File: src/sv/bls_pkg.sv
package bls_pkg;

    localparam int COORD_BITS_DEF  = 12;
    localparam int QUEUE_DEPTH_DEF = 2;

    typedef enum logic {
        OP_LOAD = 1'b0,
        OP_STEP = 1'b1
    } op_t;

endpackage

File: src/sv/bls_front.sv
module bls_front #(
    parameter int COORD_BITS = 12
) (
    input  bls_pkg::op_t                  op,
    input  logic signed [COORD_BITS-1:0]  ax,
    input  logic signed [COORD_BITS-1:0]  ay,
    input  logic signed [COORD_BITS-1:0]  bx,
    input  logic signed [COORD_BITS-1:0]  by,
    // Fields from the lowest bit up: op, x_neg, start_x, start_y, abs_dx, dy.
    output logic [4*COORD_BITS+1:0]       entry
);
    import bls_pkg::*;

    logic                         swap;
    logic signed [COORD_BITS-1:0] sx;
    logic signed [COORD_BITS-1:0] sy;
    logic signed [COORD_BITS-1:0] ex;
    logic signed [COORD_BITS-1:0] ey;
    logic signed [COORD_BITS:0]   dx_pos;
    logic signed [COORD_BITS:0]   dx_neg;
    logic signed [COORD_BITS:0]   dy_w;
    logic                         x_neg;
    logic [COORD_BITS-1:0]        abs_dx;

    // Trace from the endpoint with the smaller y, or the smaller x on a tie.
    assign swap = !((ay < by) || ((ay == by) && (ax <= bx)));

    always_comb begin
        if (swap) begin
            sx = bx;
            sy = by;
            ex = ax;
            ey = ay;
        end else begin
            sx = ax;
            sy = ay;
            ex = bx;
            ey = by;
        end
    end

    // Both signs of the x difference are formed side by side so the
    // magnitude needs no negation after the subtract.
    assign dx_pos = {ex[COORD_BITS-1], ex} - {sx[COORD_BITS-1], sx};
    assign dx_neg = {sx[COORD_BITS-1], sx} - {ex[COORD_BITS-1], ex};
    assign dy_w   = {ey[COORD_BITS-1], ey} - {sy[COORD_BITS-1], sy};
    assign x_neg  = dx_pos[COORD_BITS];
    assign abs_dx = x_neg ? dx_neg[COORD_BITS-1:0] : dx_pos[COORD_BITS-1:0];

    assign entry = {dy_w[COORD_BITS-1:0], abs_dx, sy, sx, x_neg, op};

endmodule

File: src/sv/bls_queue.sv
module bls_queue #(
    parameter int WIDTH = 50,
    parameter int DEPTH = 2
) (
    input  logic             aclk,
    input  logic             aresetn,
    input  logic             push_valid,
    output logic             push_ready,
    input  logic [WIDTH-1:0] push_data,
    output logic             pop_valid,
    input  logic             pop_ready,
    output logic [WIDTH-1:0] pop_data
);
    localparam int PTR_W = $clog2(DEPTH);
    localparam int CNT_W = $clog2(DEPTH + 1);

    logic [WIDTH-1:0] slot_reg [DEPTH];
    logic [PTR_W-1:0] wr_ptr_reg;
    logic [PTR_W-1:0] wr_ptr_next;
    logic [PTR_W-1:0] rd_ptr_reg;
    logic [PTR_W-1:0] rd_ptr_next;
    logic [CNT_W-1:0] count_reg;
    logic [CNT_W-1:0] count_next;
    logic             do_push;
    logic             do_pop;

    assign push_ready = (count_reg != CNT_W'(DEPTH));
    assign pop_valid  = (count_reg != '0);
    assign pop_data   = slot_reg[rd_ptr_reg];
    assign do_push    = push_valid && push_ready;
    assign do_pop     = pop_valid && pop_ready;

    always_comb begin
        wr_ptr_next = wr_ptr_reg;
        rd_ptr_next = rd_ptr_reg;
        count_next  = count_reg;
        if (do_push) begin
            wr_ptr_next = (wr_ptr_reg == PTR_W'(DEPTH - 1)) ? '0 : wr_ptr_reg + 1'b1;
        end
        if (do_pop) begin
            rd_ptr_next = (rd_ptr_reg == PTR_W'(DEPTH - 1)) ? '0 : rd_ptr_reg + 1'b1;
        end
        if (do_push && !do_pop) begin
            count_next = count_reg + 1'b1;
        end else if (do_pop && !do_push) begin
            count_next = count_reg - 1'b1;
        end
    end

    always_ff @(posedge aclk) begin
        if (!aresetn) begin
            wr_ptr_reg <= '0;
            rd_ptr_reg <= '0;
            count_reg  <= '0;
        end else begin
            wr_ptr_reg <= wr_ptr_next;
            rd_ptr_reg <= rd_ptr_next;
            count_reg  <= count_next;
        end
    end

    always_ff @(posedge aclk) begin
        if (do_push) begin
            slot_reg[wr_ptr_reg] <= push_data;
        end
    end

endmodule

File: src/sv/bls_back.sv
module bls_back #(
    parameter int COORD_BITS = 12
) (
    input  logic                         aclk,
    input  logic                         aresetn,
    input  logic                         in_valid,
    output logic                         in_ready,
    input  logic [4*COORD_BITS+1:0]      in_data,
    output logic                         out_valid,
    input  logic                         out_ready,
    output logic signed [COORD_BITS-1:0] px,
    output logic signed [COORD_BITS-1:0] py,
    output logic                         last
);
    import bls_pkg::*;

    localparam int CB   = COORD_BITS;
    localparam int EB   = COORD_BITS + 3;
    localparam int REMB = COORD_BITS + 1;

    op_t                  cmd_op;
    logic                 cmd_x_neg;
    logic [CB-1:0]        cmd_sx;
    logic [CB-1:0]        cmd_sy;
    logic [CB-1:0]        cmd_adx;
    logic [CB-1:0]        cmd_dy;

    logic [CB-1:0]        major_pos_reg;
    logic [CB-1:0]        major_pos_next;
    logic [CB-1:0]        minor_pos_reg;
    logic [CB-1:0]        minor_pos_next;
    logic signed [EB-1:0] err_reg;
    logic signed [EB-1:0] err_next;
    logic signed [EB-1:0] inc_flat_reg;
    logic signed [EB-1:0] inc_flat_next;
    logic signed [EB-1:0] inc_diag_reg;
    logic signed [EB-1:0] inc_diag_next;
    logic [REMB-1:0]      remaining_reg;
    logic [REMB-1:0]      remaining_next;
    logic                 major_is_y_reg;
    logic                 major_is_y_next;
    logic                 x_neg_reg;
    logic                 x_neg_next;
    logic                 out_valid_reg;
    logic                 out_valid_next;
    logic [CB-1:0]        px_reg;
    logic [CB-1:0]        px_next;
    logic [CB-1:0]        py_reg;
    logic [CB-1:0]        py_next;
    logic                 last_reg;
    logic                 last_next;

    logic                 take;
    logic                 y_major;
    logic [CB-1:0]        dmaj;
    logic [CB-1:0]        dmin;
    logic signed [EB-1:0] dmaj_w;
    logic signed [EB-1:0] dmin_w;
    logic [CB-1:0]        major_step;
    logic [CB-1:0]        minor_step;
    logic                 major_dec;
    logic                 minor_dec;

    assign cmd_op    = op_t'(in_data[0]);
    assign cmd_x_neg = in_data[1];
    assign cmd_sx    = in_data[2 +: CB];
    assign cmd_sy    = in_data[2 + CB +: CB];
    assign cmd_adx   = in_data[2 + 2*CB +: CB];
    assign cmd_dy    = in_data[2 + 3*CB +: CB];

    // The output word can be replaced whenever it is empty or being taken.
    assign in_ready = !out_valid_reg || out_ready;
    assign take     = in_valid && in_ready;

    assign y_major = (cmd_dy > cmd_adx);
    assign dmaj    = y_major ? cmd_dy : cmd_adx;
    assign dmin    = y_major ? cmd_adx : cmd_dy;
    assign dmaj_w  = EB'(dmaj);
    assign dmin_w  = EB'(dmin);

    assign major_dec  = !major_is_y_reg && x_neg_reg;
    assign minor_dec  = major_is_y_reg && x_neg_reg;
    assign major_step = major_dec ? major_pos_reg - 1'b1 : major_pos_reg + 1'b1;
    assign minor_step = minor_dec ? minor_pos_reg - 1'b1 : minor_pos_reg + 1'b1;

    always_comb begin
        major_pos_next  = major_pos_reg;
        minor_pos_next  = minor_pos_reg;
        err_next        = err_reg;
        inc_flat_next   = inc_flat_reg;
        inc_diag_next   = inc_diag_reg;
        remaining_next  = remaining_reg;
        major_is_y_next = major_is_y_reg;
        x_neg_next      = x_neg_reg;
        px_next         = px_reg;
        py_next         = py_reg;
        last_next       = last_reg;
        out_valid_next  = in_ready ? 1'b0 : out_valid_reg;
        if (take) begin
            unique case (cmd_op)
                OP_LOAD: begin
                    major_is_y_next = y_major;
                    x_neg_next      = cmd_x_neg;
                    major_pos_next  = y_major ? cmd_sy : cmd_sx;
                    minor_pos_next  = y_major ? cmd_sx : cmd_sy;
                    // The two error increments are fixed for the segment, so
                    // they are formed once here and each step needs one add.
                    err_next        = (dmin_w <<< 1) - dmaj_w;
                    inc_flat_next   = dmin_w <<< 1;
                    inc_diag_next   = (dmin_w <<< 1) - (dmaj_w <<< 1);
                    remaining_next  = REMB'(dmaj);
                end
                OP_STEP: begin
                    if (remaining_reg != '0) begin
                        major_pos_next = major_step;
                        if (err_reg > 0) begin
                            minor_pos_next = minor_step;
                            err_next       = err_reg + inc_diag_reg;
                        end else begin
                            err_next       = err_reg + inc_flat_reg;
                        end
                        remaining_next = remaining_reg - 1'b1;
                        out_valid_next = 1'b1;
                        last_next      = (remaining_reg == REMB'(1));
                        if (major_is_y_reg) begin
                            px_next = (err_reg > 0) ? minor_step : minor_pos_reg;
                            py_next = major_step;
                        end else begin
                            px_next = major_step;
                            py_next = (err_reg > 0) ? minor_step : minor_pos_reg;
                        end
                    end
                end
                default: begin
                end
            endcase
        end
    end

    always_ff @(posedge aclk) begin
        if (!aresetn) begin
            major_pos_reg  <= '0;
            minor_pos_reg  <= '0;
            err_reg        <= '0;
            inc_flat_reg   <= '0;
            inc_diag_reg   <= '0;
            remaining_reg  <= '0;
            major_is_y_reg <= 1'b0;
            x_neg_reg      <= 1'b0;
            out_valid_reg  <= 1'b0;
        end else begin
            major_pos_reg  <= major_pos_next;
            minor_pos_reg  <= minor_pos_next;
            err_reg        <= err_next;
            inc_flat_reg   <= inc_flat_next;
            inc_diag_reg   <= inc_diag_next;
            remaining_reg  <= remaining_next;
            major_is_y_reg <= major_is_y_next;
            x_neg_reg      <= x_neg_next;
            out_valid_reg  <= out_valid_next;
        end
    end

    always_ff @(posedge aclk) begin
        px_reg   <= px_next;
        py_reg   <= py_next;
        last_reg <= last_next;
    end

    assign out_valid = out_valid_reg;
    assign px        = px_reg;
    assign py        = py_reg;
    assign last      = last_reg;

endmodule

File: src/sv/bresenham_line_stepper.sv
// Integer line rasterizer for all octants.
// Input channel (s_): s_tuser selects the command, 0 loads a segment and 1
// asks for the next pixel. s_tdata carries ax, ay, bx, by from the lowest bit
// up; the endpoints are only looked at on a load. A load emits no word.
// Output channel (m_): m_tdata carries px, py from the lowest bit up, and
// m_tlast marks the far endpoint. A step with no pixels left emits no word.
// A small command queue sits between the input decoder and the stepper.
// A step word passes through the queue and then the output register before
// it shows on m_tvalid. One command is taken per cycle while m_tready stays
// high, so pixels leave at one per clock when step commands keep arriving;
// the stepper's error update, a single add per step, sets that rate.
// When the receiver stalls, the output word holds and the queue fills;
// s_tready drops once the queue is full. The queue depth defaults to two.
// Synchronous reset clears the queue, the output valid flag and the stepper
// state, leaving the block idle with no segment loaded.
module bresenham_line_stepper #(
    parameter int COORD_BITS  = bls_pkg::COORD_BITS_DEF,
    parameter int QUEUE_DEPTH = bls_pkg::QUEUE_DEPTH_DEF
) (
    input  logic                                  aclk,
    input  logic                                  aresetn,
    input  logic                                  s_tvalid,
    output logic                                  s_tready,
    // ax, ay, bx, by from the lowest bit up, zero padded to whole bytes.
    input  logic [((4*COORD_BITS+7)/8)*8-1:0]     s_tdata,
    // operation.
    input  logic [0:0]                            s_tuser,
    output logic                                  m_tvalid,
    input  logic                                  m_tready,
    // px, py from the lowest bit up, zero padded to whole bytes.
    output logic [((2*COORD_BITS+7)/8)*8-1:0]     m_tdata,
    output logic                                  m_tlast
);
    import bls_pkg::*;

    localparam int ENTRY_W = 4*COORD_BITS + 2;
    localparam int M_W     = ((2*COORD_BITS+7)/8)*8;

    logic [ENTRY_W-1:0]          push_entry;
    logic [ENTRY_W-1:0]          pop_entry;
    logic                        pop_valid;
    logic                        pop_ready;
    logic signed [COORD_BITS-1:0] px;
    logic signed [COORD_BITS-1:0] py;

    bls_front #(
        .COORD_BITS(COORD_BITS)
    ) u_front (
        .op    (op_t'(s_tuser[0])),
        .ax    (s_tdata[0 +: COORD_BITS]),
        .ay    (s_tdata[COORD_BITS +: COORD_BITS]),
        .bx    (s_tdata[2*COORD_BITS +: COORD_BITS]),
        .by    (s_tdata[3*COORD_BITS +: COORD_BITS]),
        .entry (push_entry)
    );

    bls_queue #(
        .WIDTH(ENTRY_W),
        .DEPTH(QUEUE_DEPTH)
    ) u_queue (
        .aclk       (aclk),
        .aresetn    (aresetn),
        .push_valid (s_tvalid),
        .push_ready (s_tready),
        .push_data  (push_entry),
        .pop_valid  (pop_valid),
        .pop_ready  (pop_ready),
        .pop_data   (pop_entry)
    );

    bls_back #(
        .COORD_BITS(COORD_BITS)
    ) u_back (
        .aclk      (aclk),
        .aresetn   (aresetn),
        .in_valid  (pop_valid),
        .in_ready  (pop_ready),
        .in_data   (pop_entry),
        .out_valid (m_tvalid),
        .out_ready (m_tready),
        .px        (px),
        .py        (py),
        .last      (m_tlast)
    );

    assign m_tdata = M_W'({py, px});

endmodule

File: config.mk
export PLATFORM = sky130hd
export DESIGN_NAME = bresenham_line_stepper
export DESIGN_NICKNAME = d
export VERILOG_FILES = /design/src/sv/bls_pkg.sv /design/src/sv/bls_front.sv /design/src/sv/bls_queue.sv /design/src/sv/bls_back.sv /design/src/sv/bresenham_line_stepper.sv
export SDC_FILE = /design/constraint.sdc
export NUM_CORES = 1
export LEC_CHECK = 0
export ABC_AREA = 0
export ABC_CLOCK_PERIOD_IN_PS = 7200
export BUFFER_PORTS_ARGS = -buffer_cell sky130_fd_sc_hd__buf_2
export CAP_MARGIN = 40
export CORE_MARGIN = 2
export CORE_UTILIZATION = 52
export DETAILED_ROUTE_END_ITERATION = 7
export PLACE_DENSITY_LB_ADDON = 0.08
export SLEW_MARGIN = 5
export SYNTH_ARGS = -nofsm -noshare
export SYNTH_HDL_FRONTEND = slang
export SYNTH_SLANG_ARGS = --single-unit
File: constraint.sdc
create_clock -name aclk -period 7.2 [get_ports aclk]
set_clock_uncertainty 0.1 [all_clocks]
set_input_delay 1.44 -clock aclk [delete_from_list [all_inputs] [get_ports aclk]]
set_output_delay 1.44 -clock aclk [all_outputs]
set_load 0.01 [all_outputs]
# Word-level counts from Yosys, hierarchy flattened
# Memory sizes are Yosys's and may differ from the RTL's. A register that Yosys moved wholly into a read port is not among the register bits.
# Cells that the tools add are included.
# totals
regBits	111
ramBits	100
n_memories	1
wordCells	95
# mem_list
memory	depth	width	read_ports	rd_ports_with_merged_regs	wr	line_no	text
u_queue.slot_reg	2	50	1	1	1	bls_queue.sv:17	logic [WIDTH-1:0] slot_reg [DEPTH];
# classes
eq_ne	4
magnitude_cmp	4
n_reduce_logical	19
muxes	35
bitwise_logic	1
addsub	16
# op_table
operator	n
$mux 12	16
$pmux 12 s2	2
$mux 15	2
$pmux 15 s2	1
$pmux 13 s2	1
$add 12x1->12 const B	2
$sub 12x1->12 const B	2
$sub 12x12->12	2
$add 15x14->15	1
$add 15x15->15	1
$gt 15x1->1 const B	1
$sub 13x12->14	1
$sub 13x13->14	1
$eq 13x1->1 const B	1
$mux 13	1
$reduce_bool 13->1	1
$sub 12x12->13	1
$sub 13x1->13 const B	1
$eq 12x12->1	1
$gt 12x12->1	1
$le 12x12->1	1
$lt 12x12->1	1
$mux 1	10
$logic_and 1x1->1	7
other kinds (11)	20

# Longest topological paths before layout
# Gate-level depths: netlist of the first run.
# logic_depth
depth_word	6
ltp_mapped	29

# Hierarchy
# From an unflattened synthesis of the first run, not the netlist that was laid out.
# unflattened
hier_cells	1781
hier_area_um2	15571.2
# modules_own_cells
mod	cells_per_inst	area_each_um2	n_inst	seq_area_each_um2
bls_back	1121	8584.5	1	2352.3
bls_queue	180	3837.4	1	3103.0
bls_front	480	3149.3	1	0.0

# Worst setup path before layout of the first run
# OpenSTA, ideal clock, no wires.
# synth_timing
path_kind	register -> register
from	register (tool-made name)
to	register u_back.err_reg[12]
period_less_slack_ps	6359
stages_incl_launch_ff	29
slack_ps	841
n_path_buf	6
t_arrival_ps	6143
setup_ps	116
required_ps	6984
cell_sequence	dfxtp_1 > clkbuf_1 > buf_2 > buf_2 > mux2_2 > ha_1 > and4_1 > and3_1 > a21boi_1 > o31ai_2 > clkbuf_1 > clkbuf_1 > clkbuf_1 > nor2_1 > a21oi_1 > inv_1 > fa_1 > nor2b_1 > o21ai_0 > a21boi_0 > o21ai_0 > a21boi_0 > o21ai_0 > a21boi_0 > o21a_1 > o41a_1 > xnor2_1 > a21oi_1 > nor2_1
# synth_lines
element	line_no	text
end signal, assigned	bls_back.sv:154	err_reg <= err_next;
end, declared	bls_back.sv:32	logic signed [EB-1:0] err_reg;

==> results of run 1 <==
==> layer usage <==
layer	vias to the layer above	wire length, microns
met4	0	1100
met2	245	17700
li1	5827	-
met3	46	1580
met5	-	0
met1	5671	18600
==> cell usage after synthesis, drive strengths merged, types with 9 or more instances <==
cell    instances
nand2         218
o211ai         12
o22ai           9
xor2           20
buf            22
a211oi         11
clkbuf         50
inv            73
o211a          11
mux2           35
nand2b         18
nor2          120
nor2b          23
or3             9
ha             87
a221oi          9
and3            9
mux2i          61
a21o           13
nor3           21
xnor2          49
o21ai         126
a21boi         16
nand3          25
a31oi          18
edfxtp        125
dfxtp          85
and2           21
a21oi         124
mux4           22
==> final cells by class <==
type                            count  area [sq um]
Sequential cell                   210          5460
Clock inverter                     19           268
Timing Repair Buffer              101           578
Tap cell                          341           427
Multi-Input combinational cell   1204          8340
Inverter                           75           282
Clock buffer                       27           633
Fill cell                        2361         11000
==> worst min-delay path by stage <==
stage,from,end,slack [ps],depth (start not counted)
6_report,u_back.inc_flat_reg[4],u_back.inc_flat_reg[4],350,2
3_5_place_dp,u_back.remaining_reg[12],u_back.remaining_reg[12],340,2
2_1_floorplan,u_back.remaining_reg[12],u_back.remaining_reg[12],320,2
4_1_cts,u_back.inc_flat_reg[4],u_back.inc_flat_reg[4],350,2
3_3_place_gp,u_back.remaining_reg[12],u_back.remaining_reg[12],330,2
5_1_grt,u_back.inc_flat_reg[4],u_back.inc_flat_reg[4],370,2
==> metrics by stage <==
stage | setup slack [ps] | utilization (%) | power (W) | area (sq um)
3_5_place_dp | 956 | 55.9 | 0.00707 | 15100
3_3_place_gp | 1020 | 55.9 | 0.00699 | 15100
2_1_floorplan | 841 | - | 0.00569 | 14300
5_1_grt | 694 | 59.3 | 0.00916 | 16000
6_report | 1170 | 59.3 | 0.00852 | 16000
4_1_cts | 1180 | 59.3 | 0.00848 | 16000
==> cell families (layout without fill, tap and decap cells) <==
kind of cell / count (synthesis) / count (layout) / synth area share, %
fa+ha+maj: 91 / 91 / 8.17
mux: 118 / 118 / 10.5
xor+xnor: 69 / 69 / 4.22
flops: 210 / 210 / 38.1
buf+inv: 147 / 222 / 4.10
simple gates: 501 / 501 / 16.0
compound gates: 425 / 425 / 18.9
==> power by group through the flow <==
stage                     Combinational [W]  Sequential (W)  Clock (W)
after floorplan                     0.00376         0.00193          0
after global placement              0.00501         0.00199          0
after detailed placement            0.00508         0.00199          0
after CTS                           0.00511         0.00197    0.00140
after global routing                0.00570         0.00202    0.00144
final                               0.00517         0.00198    0.00138
==> worst reg2reg max path: stages (launching register included) <==
cell and delay, ps:
dfxtp_4 710, mux2i_1 570, ha_1 400, and4_1 250, and3_1 190, a21boi_1 160, o31ai_4 610, nor2_1 90
a21oi_1 350, inv_1 110, fa_1 410, nor2b_1 190, o21ai_0 120, a21boi_0 250, o21ai_0 130, a21boi_0 230
o21ai_0 120, a21boi_0 260, o21a_1 180, nor2_1 60, xnor2_1 130, a21oi_1 210, nor2_1 70
==> run_results.csv, run 1 <==
group,metric,value,unit
global_route,gr-total-overflow,0,
floorplanning,rows,60,
clock_network,cts.path.max_buffers,3,
route,drtAntennaViolNets,0,
clock_network,cts_setup_buffers,0,
yosys,async_reset_ff_share,0,%
critical_path,r2r_end,"u_back.err_reg[10]",
yosys,synth_cell_types,85,
clock_network,cts_hold_buffers,0,
power_and_ir_drop,ir_worst_vdd,0.237,mV
sta,max_freq,166,MHz
placement,dp_cells,1930,
yosys,synth_edf_count,125,
power_and_ir_drop,p_leak,6.55,nW
critical_path,cp-end-kind,"register",
layout,final_common_cell,"nand2_1",
floorplanning,die_h,170,microns
clock_network,cts_resized,0,
sta,finalMaxSlewViolations,0,
power_and_ir_drop,p_sw_share,45.9,%
power_and_ir_drop,switchingPower,0.00391,W
global_route,grt_max_degree,61,
yosys,synth_top_area_cell,"edfxtp_1",
layout,largest_register_ffs,100,
clock_network,cts_made_buffers,25,
yosys,avgSynthCellArea,9.17,sq um
sta,slew_headroom,38.3,%
sta,final_hold_viol_count,0,
critical_path,critPathMaxStageDelay,710,ps
sta,worst_pin_slew,917,ps
yosys,synth_area_leaders,"edfxtp_1, dfxtp_1, ha_1",
floorplanning,io_pins,80,
global_route,grt_first_pass_wirelength,61.0,mm
sta,rsz0062_at_grt,"false",
power_and_ir_drop,power.share.clock,16.1,%
placement,gp_congestion,0.915,
global_route,busiest_layer,"met2",
critical_path,crit_chain,"mux2i_1 > ha_1 > and4_1 > and3_1 > a21boi_1 > o31ai_4 > nor2_1 > a21oi_1 > inv_1 > fa_1 > nor2b_1 > o21ai_0 > a21boi_0 > o21ai_0 > a21boi_0 > o21ai_0 > a21boi_0 > o21a_1 > nor2_1 > xnor2_1 > a21oi_1 > nor2_1",
yosys,ys_ff_latch,210,
critical_path,r2r_cells,22,
critical_path,cp_max_fo,36,
sta,tns,0,ps
layout,antennaDiodeCount,0,
sta,period_share,83.8,%
layout,fin_cells,1977,
critical_path,setup.worst_path.end,"u_back.err_reg[10]",
power_and_ir_drop,power_density,533,nW/um^2
global_route,track_usage,27.1,%
clock_network,htree_levels,1,
power_and_ir_drop,pwr-share-comb,60.7,%
clock_network,cts-root-buf,"clkbuf_16",
power_and_ir_drop,internal-power,0.00461,W
route,num_vias,11800,
critical_path,cp-start-kind,"register",
min_path,hold_class,"register to register",
layout,area_delta_synth_final,11.7,%
sta,fin_hold_ws,353,ps
layout,fin_nets,1761,
critical_path,crit_buf_inv,1,
critical_path,crit_type,"register to register",
flow_run,maxCapViolations,0,
yosys,yosysTopAreaCellShare,26.2,%
clock_network,clk_pin_slew,70,ps
floorplanning,die_x,170,microns
yosys,synth_fp_nets,1705,
critical_path,critical-path-top-delay-family,"compound AO/OA/AOI/OAI gates",
critical_path,slowest_stage,"dfxtp_4",
route,wirelength,39.0,mm
placement,numPortBuffers,79,
power_and_ir_drop,pwr-share-seq,23.2,%
yosys,ys_seq_area_share,38.1,%
status,status,"completed",
clock_network,clock_latency,530,ps
route,dr.pass1.iters,5,
layout,drive_above_1_share,13.9,%
floorplanning,dieArea,28900,sq um
global_route,gr-usage-met2,43.3,%
global_route,use_met1,39.1,%
global_route,met3_usage,2.81,%
critical_path,worstPathRequired,7510,ps
yosys,synth_cells,1561,
yosys,synth_ff_type,"edfxtp_1",
layout,final_cell_mix,"nand2_1, edfxtp_1, a21oi_1",
critical_path,reg2reg_slack,1170,ps
route,viasPerCell,5.96,
floorplanning,initial_core_util,53.1,%
route,drc,0,
route,post_drt_wl_per_cell,19.7,microns
sta,setup_violations,0,
critical_path,crit_arrival,6340,ps
yosys,syn_area,14300,sq um
critical_path,crit_cells,22,
clock_network,cts_tree,"yes",
global_route,first_global_vias,11100,
sta,period_needed,6030,ps
floorplanning,core,27000,sq um
placement,dp_hpwl,29.0,mm
global_route,antenna_found_initial,0,
clock_network,clock_sinks,210,
route,drt-initial-drc-count,896,
yosys,yosysWarnings,0,
Power figures use the tool's default switching activity.
==> run 2: changes to the inputs <==
Settings changed: ABC_AREA 0 to 1, ABC_CLOCK_PERIOD_IN_PS 7200 to 5050.
Clock period 7.2 ns to 5.05 ns, I/O delays scaled along.
==> run 2 against run 1 <==
  * Register-to-register slack got worse by 690 ps
  * Non-clock buffer count rose by 32
  * Largest cell class unchanged
  * Die area is 3.2% higher
  * Fmax is 32% higher
  * Final cell count is 24% higher
  * Sequential cell count unchanged
==> run_results.csv, run 2 <==
group,metric,value,unit
status,status,"completed",
layout,antennaDiodeCount,0,
yosys,synth_edf_count,125,
yosys,synth_cells,1983,
yosys,synth_area_leaders,"edfxtp_1, nand2_1, dfxtp_1",
power_and_ir_drop,power_density,777,nW/um^2
critical_path,path_common_cell,"nand2_1",
floorplanning,core,27900,sq um
critical_path,r2r_end,"u_back.err_reg[12]",
critical_path,reg2reg_slack,470,ps
sta,worst_pin_slew,878,ps
layout,drive_above_1_share,12.6,%
critical_path,r2r_cells,29,
clock_network,cts_setup_buffers,0,
yosys,synth_top_area_cell,"edfxtp_1",
sta,final_hold_viol_count,0,
route,num_vias,13200,
route,drc,0,
power_and_ir_drop,total_power,0.0128,W
route,post_drt_wl_per_cell,16.3,microns
sta,rsz0062_at_grt,"false",
clock_network,htree_levels,1,
critical_path,cp_max_fo,12,
layout,final_common_cell,"nand2_1",
floorplanning,rows,61,
layout,fin_nets,2205,
clock_network,cts_resized,0,
floorplanning,io_pins,80,
min_path,hold_class,"register to register",
clock_network,cts_hold_buffers,0,
yosys,synth_most_common_cell,"nand2_1",
route,dr.pass1.iters,5,
critical_path,cp-end-kind,"register",
yosys,syn_area,14800,sq um
sta,slew_headroom,40.9,%
sta,period_needed,4580,ps
min_path,hp-start,"u_queue.rd_ptr_reg",
clock_network,cts_made_buffers,23,
route,viasPerCell,5.37,
global_route,first_global_vias,12300,
critical_path,crit_type,"register to register",
floorplanning,dieArea,29800,sq um
yosys,avgSynthCellArea,7.45,sq um
placement,placed_cell_area,15700,sq um
min_path,min_to,"u_queue.rd_ptr_reg",
critical_path,crit_arrival,4900,ps
yosys,yosysWarnings,0,
flow_run,maxCapViolations,0,
placement,numPortBuffers,79,
layout,area_delta_synth_final,11.8,%
power_and_ir_drop,ir_worst_vdd,0.457,mV
yosys,synth_ff_type,"edfxtp_1",
clock_network,cts-root-buf,"clkbuf_16",
global_route,gr-total-overflow,0,
yosys,synthTopCellsByCount,"nand2_1, inv_1, o21ai_0",
floorplanning,die_x,173,microns
sta,tns,0,ps
clock_network,clock_latency,530,ps
global_route,grt_max_degree,58,
critical_path,critPathMaxStageDelay,450,ps
clock_network,clock_sinks,210,
placement,gp_congestion,0.971,
route,drtAntennaViolNets,0,
yosys,ys_ff_latch,210,
layout,largest_register_ffs,100,
floorplanning,initial_core_util,53.1,%
critical_path,slowest_stage,"fa_1",
global_route,antenna_found_initial,0,
yosys,synth_fp_nets,2127,
floorplanning,die_h,173,microns
placement,dp_hpwl,31.2,mm
yosys,yosysTopAreaCellShare,25.4,%
layout,final_cell_mix,"nand2_1, inv_1, o21ai_0",
yosys,async_reset_ff_share,0,%
sta,finalMaxSlewViolations,0,
route,wirelength,40.0,mm
power_and_ir_drop,p_leak,7.93,nW
layout,design_area,16500,sq um
yosys,synth_cell_types,54,
clock_network,clk_pin_slew,70,ps
yosys,ys_seq_area_share,36.9,%
global_route,track_usage,26.6,%
clock_network,cts_tree,"yes",
critical_path,cp-start-kind,"register",
global_route,grt_first_pass_wirelength,64.3,mm
min_path,whs_path_depth,1,
clock_network,cts.path.max_buffers,3,
sta,period_share,90.6,%
layout,final_core_util,59.3,%
sta,max_freq,219,MHz
route,drt-initial-drc-count,963,
sta,fin_hold_ws,367,ps
sta,setup_violations,0,
critical_path,worstPathRequired,5380,ps
==> run 2: critical path: cells and delay by family, from the launching register on <==
kind,cells,cell delay [ps]
adder cells (fa/ha/maj),2,800
multiplexers,1,310
AND/OR/NAND/NOR,12,1010
AO/OA/AOI/OAI,7,1030
buffers and inverters,6,680
flip-flops,1,390
XOR/XNOR,1,140
==> run 2: power breakdown <==
| group | switching, W | internal (W) |
|---|---|---|
| sequential | 0.000258 | 0.00252 |
| combinational | 0.00539 | 0.00296 |
| clock | 0.000756 | 0.000966 |
| total | 0.00640 | 0.00645 |
==> run 2: how the worst max path moves through the flow <==
stage	start	end	slack (ps)	cells after the start
2_1_floorplan	register	u_back.err_reg[12]	590	29
3_3_place_gp	s_tdata[31]	u_queue.slot_reg[1][32]	290	27
3_5_place_dp	s_tdata[31]	u_queue.slot_reg[1][32]	230	27
4_1_cts	register	u_back.err_reg[12]	520	29
5_1_grt	register	u_back.err_reg[12]	9	29
6_report	register	u_back.err_reg[12]	470	29
==> run 2: area by class of cell <==
type	instances	area [sq um]
inverter	250	941
clock inverter	19	208
multi-input combinational	1443	8000
fill	2591	11300
clock buffer	23	576
timing repair buffer	133	878
sequential	210	5460
tap	378	473
==> run 2: through the flow <==
stage	worst slack (ps)	cells
final	474	2456
after global routing	9.36	2456
after CTS	518	2456
after detailed placement	230	2414
after global placement	287	2412
after floorplan	591	1983
==> run 2: per-layer routing <==
metal	GRT usage [%]	up-vias	wire (microns)
li1	-	6783	-
met1	35.9	5984	18200
met2	43.9	355	18200
met3	3.83	72	2370
met4	8.90	0	1290
met5	0	-	0
==> run 2: cells by family after synthesis <==
group	count (synthesis)	share of synthesized area [%]
adder cells (fa/ha/maj)	91	7.91
AND/OR/NAND/NOR	833	24.2
buffers and inverters	330	9.19
XOR/XNOR	52	3.08
AO/OA/AOI/OAI	429	16.2
multiplexers	38	2.57
flip-flops	210	36.9
==> run 3: changes to the inputs <==
Settings changed: CORE_MARGIN 2 to 5, CTS_CLUSTER_DIAMETER set to 80, REMOVE_ABC_BUFFERS set to 1.
==> run 3 against run 2 <==
  * Design area grew 0.30%
  * Sequential share of layout area is 0.085 points lower
  * Largest cell class unchanged
  * Register-to-register slack improved by 90 ps
  * Worst hold slack worse by 27 ps
  * Combinational power fell by 0.5%
  * Die area up 7.1%
  * Sequential cell count did not move
  * Sequential power is essentially flat
  * Clock power up 5%
  * Worst setup slack better by 85 ps
  * Clock-buffer cell count up 3
==> run_results.csv, run 3 (synthesized netlist as in run 2, its figures left out) <==
group,metric,value,unit
clock_network,cts.path.max_buffers,3,
sta,finalMaxSlewViolations,0,
power_and_ir_drop,power.share.clock,14.0,%
route,post_drt_wl_per_cell,16.3,microns
floorplanning,die_x,179,microns
clock_network,cts_made_buffers,24,
floorplanning,rows,61,
route,drt-initial-drc-count,1046,
route,dr.pass1.iters,7,
critical_path,worstPathRequired,5410,ps
sta,worst_pin_slew,786,ps
layout,antennaDiodeCount,0,
global_route,grt_first_pass_wirelength,63.8,mm
status,status,"completed",
floorplanning,die_h,179,microns
sta,max_freq,223,MHz
min_path,hold_class,"register to register",
critical_path,cp-start-kind,"register",
route,route.met3.wl,2.06,mm
clock_network,clk_pin_slew,60,ps
floorplanning,core,27900,sq um
route,drtAntennaViolNets,0,
flow_run,maxCapViolations,0,
floorplanning,dieArea,31900,sq um
sta,setup_ws,560,ps
layout,final_cell_mix,"nand2_1, inv_1, o21ai_0",
clock_network,clock_latency,540,ps
layout,design_area,16600,sq um
global_route,antenna_found_initial,0,
sta,final_hold_viol_count,0,
critical_path,crit_type,"register to register",
clock_network,cts-root-buf,"clkbuf_16",
route,dr.max_layer_used,"met4",
critical_path,crit_arrival,4850,ps
power_and_ir_drop,power_density,779,nW/um^2
critical_path,critPathMaxStageDelay,460,ps
critical_path,crit_buf_inv,4,
sta,fin_hold_ws,340,ps
sta,period_needed,4490,ps
power_and_ir_drop,p_sw_share,49.2,%
floorplanning,initial_core_util,52.9,%
route,wl_met2,18.4,mm
layout,final_common_cell,"nand2_1",
global_route,track_usage,24.9,%
placement,numPortBuffers,79,
power_and_ir_drop,pwr-share-seq,21.7,%
layout,largest_register_ffs,100,
clock_network,clock_sinks,210,
placement,dp_hpwl,31.3,mm
placement,gp_congestion,0.948,
sta,slew_headroom,47.1,%
clock_network,htree_levels,1,
clock_network,cts_tree,"yes",
route,drc,0,
global_route,first_global_vias,12000,
floorplanning,io_pins,80,
critical_path,critical-path-top-delay-family,"compound AO/OA/AOI/OAI gates",
sta,setup_violations,0,
critical_path,cp_max_fo,15,
placement,placed_cell_area,15700,sq um
critical_path,path_common_cell,"nand2_1",
power_and_ir_drop,pwr-share-comb,64.3,%
route,wirelength,40.2,mm
power_and_ir_drop,internal-power,0.00657,W
sta,rsz0062_at_grt,"false",
sta,period_share,88.9,%
layout,fin_nets,2213,
route,viasPerCell,5.37,
route,wl_met1,18.7,mm
power_and_ir_drop,ir_worst_vdd,0.386,mV
critical_path,slowest_stage,"dfxtp_4",
global_route,gr-total-overflow,0,
layout,area_delta_synth_final,12.2,%
power_and_ir_drop,switchingPower,0.00635,W
placement,pre_cts_slack,185,ps
power_and_ir_drop,p_leak,7.99,nW
global_route,grt_max_degree,49,
clock_network,cts_hold_buffers,0,
critical_path,cp-end-kind,"register",
layout,drive_above_1_share,12.8,%
route,num_vias,13200,
run 3: metal layers:
| metal | vias to the layer above | track usage, % |
|---|---|---|
| met5 | - | 0 |
| met4 | 0 | 6.36 |
| met3 | 55 | 2.08 |
| met2 | 349 | 40.9 |
| met1 | 6037 | 35.7 |
| li1 | 6800 | - |
run 3: layout make-up:
| type | instances | area [sq um] |
|---|---|---|
| clock buffer | 26 | 608 |
| multi-input combinational | 1443 | 8000 |
| fill | 2638 | 11400 |
| inverter | 250 | 941 |
| timing repair buffer | 140 | 868 |
| tap | 378 | 473 |
| sequential | 210 | 5460 |
| clock inverter | 18 | 228 |
run 3: repair_timing:
action / in CTS / in global routing
setup buffers: 0 / 1
setup endpoints to repair: 0 / 8
resized for setup: 0 / 4
run 3: stage by stage:
stage | power [W] | instances | utilization (%) | TNS (ps)
after detailed placement | 0.0110 | 2420 | 56.3 | 0
after floorplan | 0.00820 | 1903 | - | -225100
after global routing | 0.0141 | 2465 | 59.4 | 0
after CTS | 0.0129 | 2464 | 59.3 | 0
after global placement | 0.0109 | 2419 | 56.2 | 0
final | 0.0129 | 2465 | 59.4 | 0
run 3: final timing paths:
path	startpoint	endpoint	slack, ps	cells past startpoint
worst min-delay path	u_queue.rd_ptr_reg	register	340	1
worst min register to register	u_queue.rd_ptr_reg	register	340	1
worst max register to register	register	u_back.err_reg[12]	560	27
worst max-delay path	register	u_back.err_reg[12]	560	27
run 3: power by group through the flow:
stage | Sequential (W) | Clock (W) | Combinational (W)
finish | 0.00280 | 0.00181 | 0.00831
global route | 0.00285 | 0.00193 | 0.00936
CTS | 0.00281 | 0.00184 | 0.00820
detailed placement | 0.00284 | 0 | 0.00815
global placement | 0.00284 | 0 | 0.00806
floorplan | 0.00288 | 0 | 0.00532
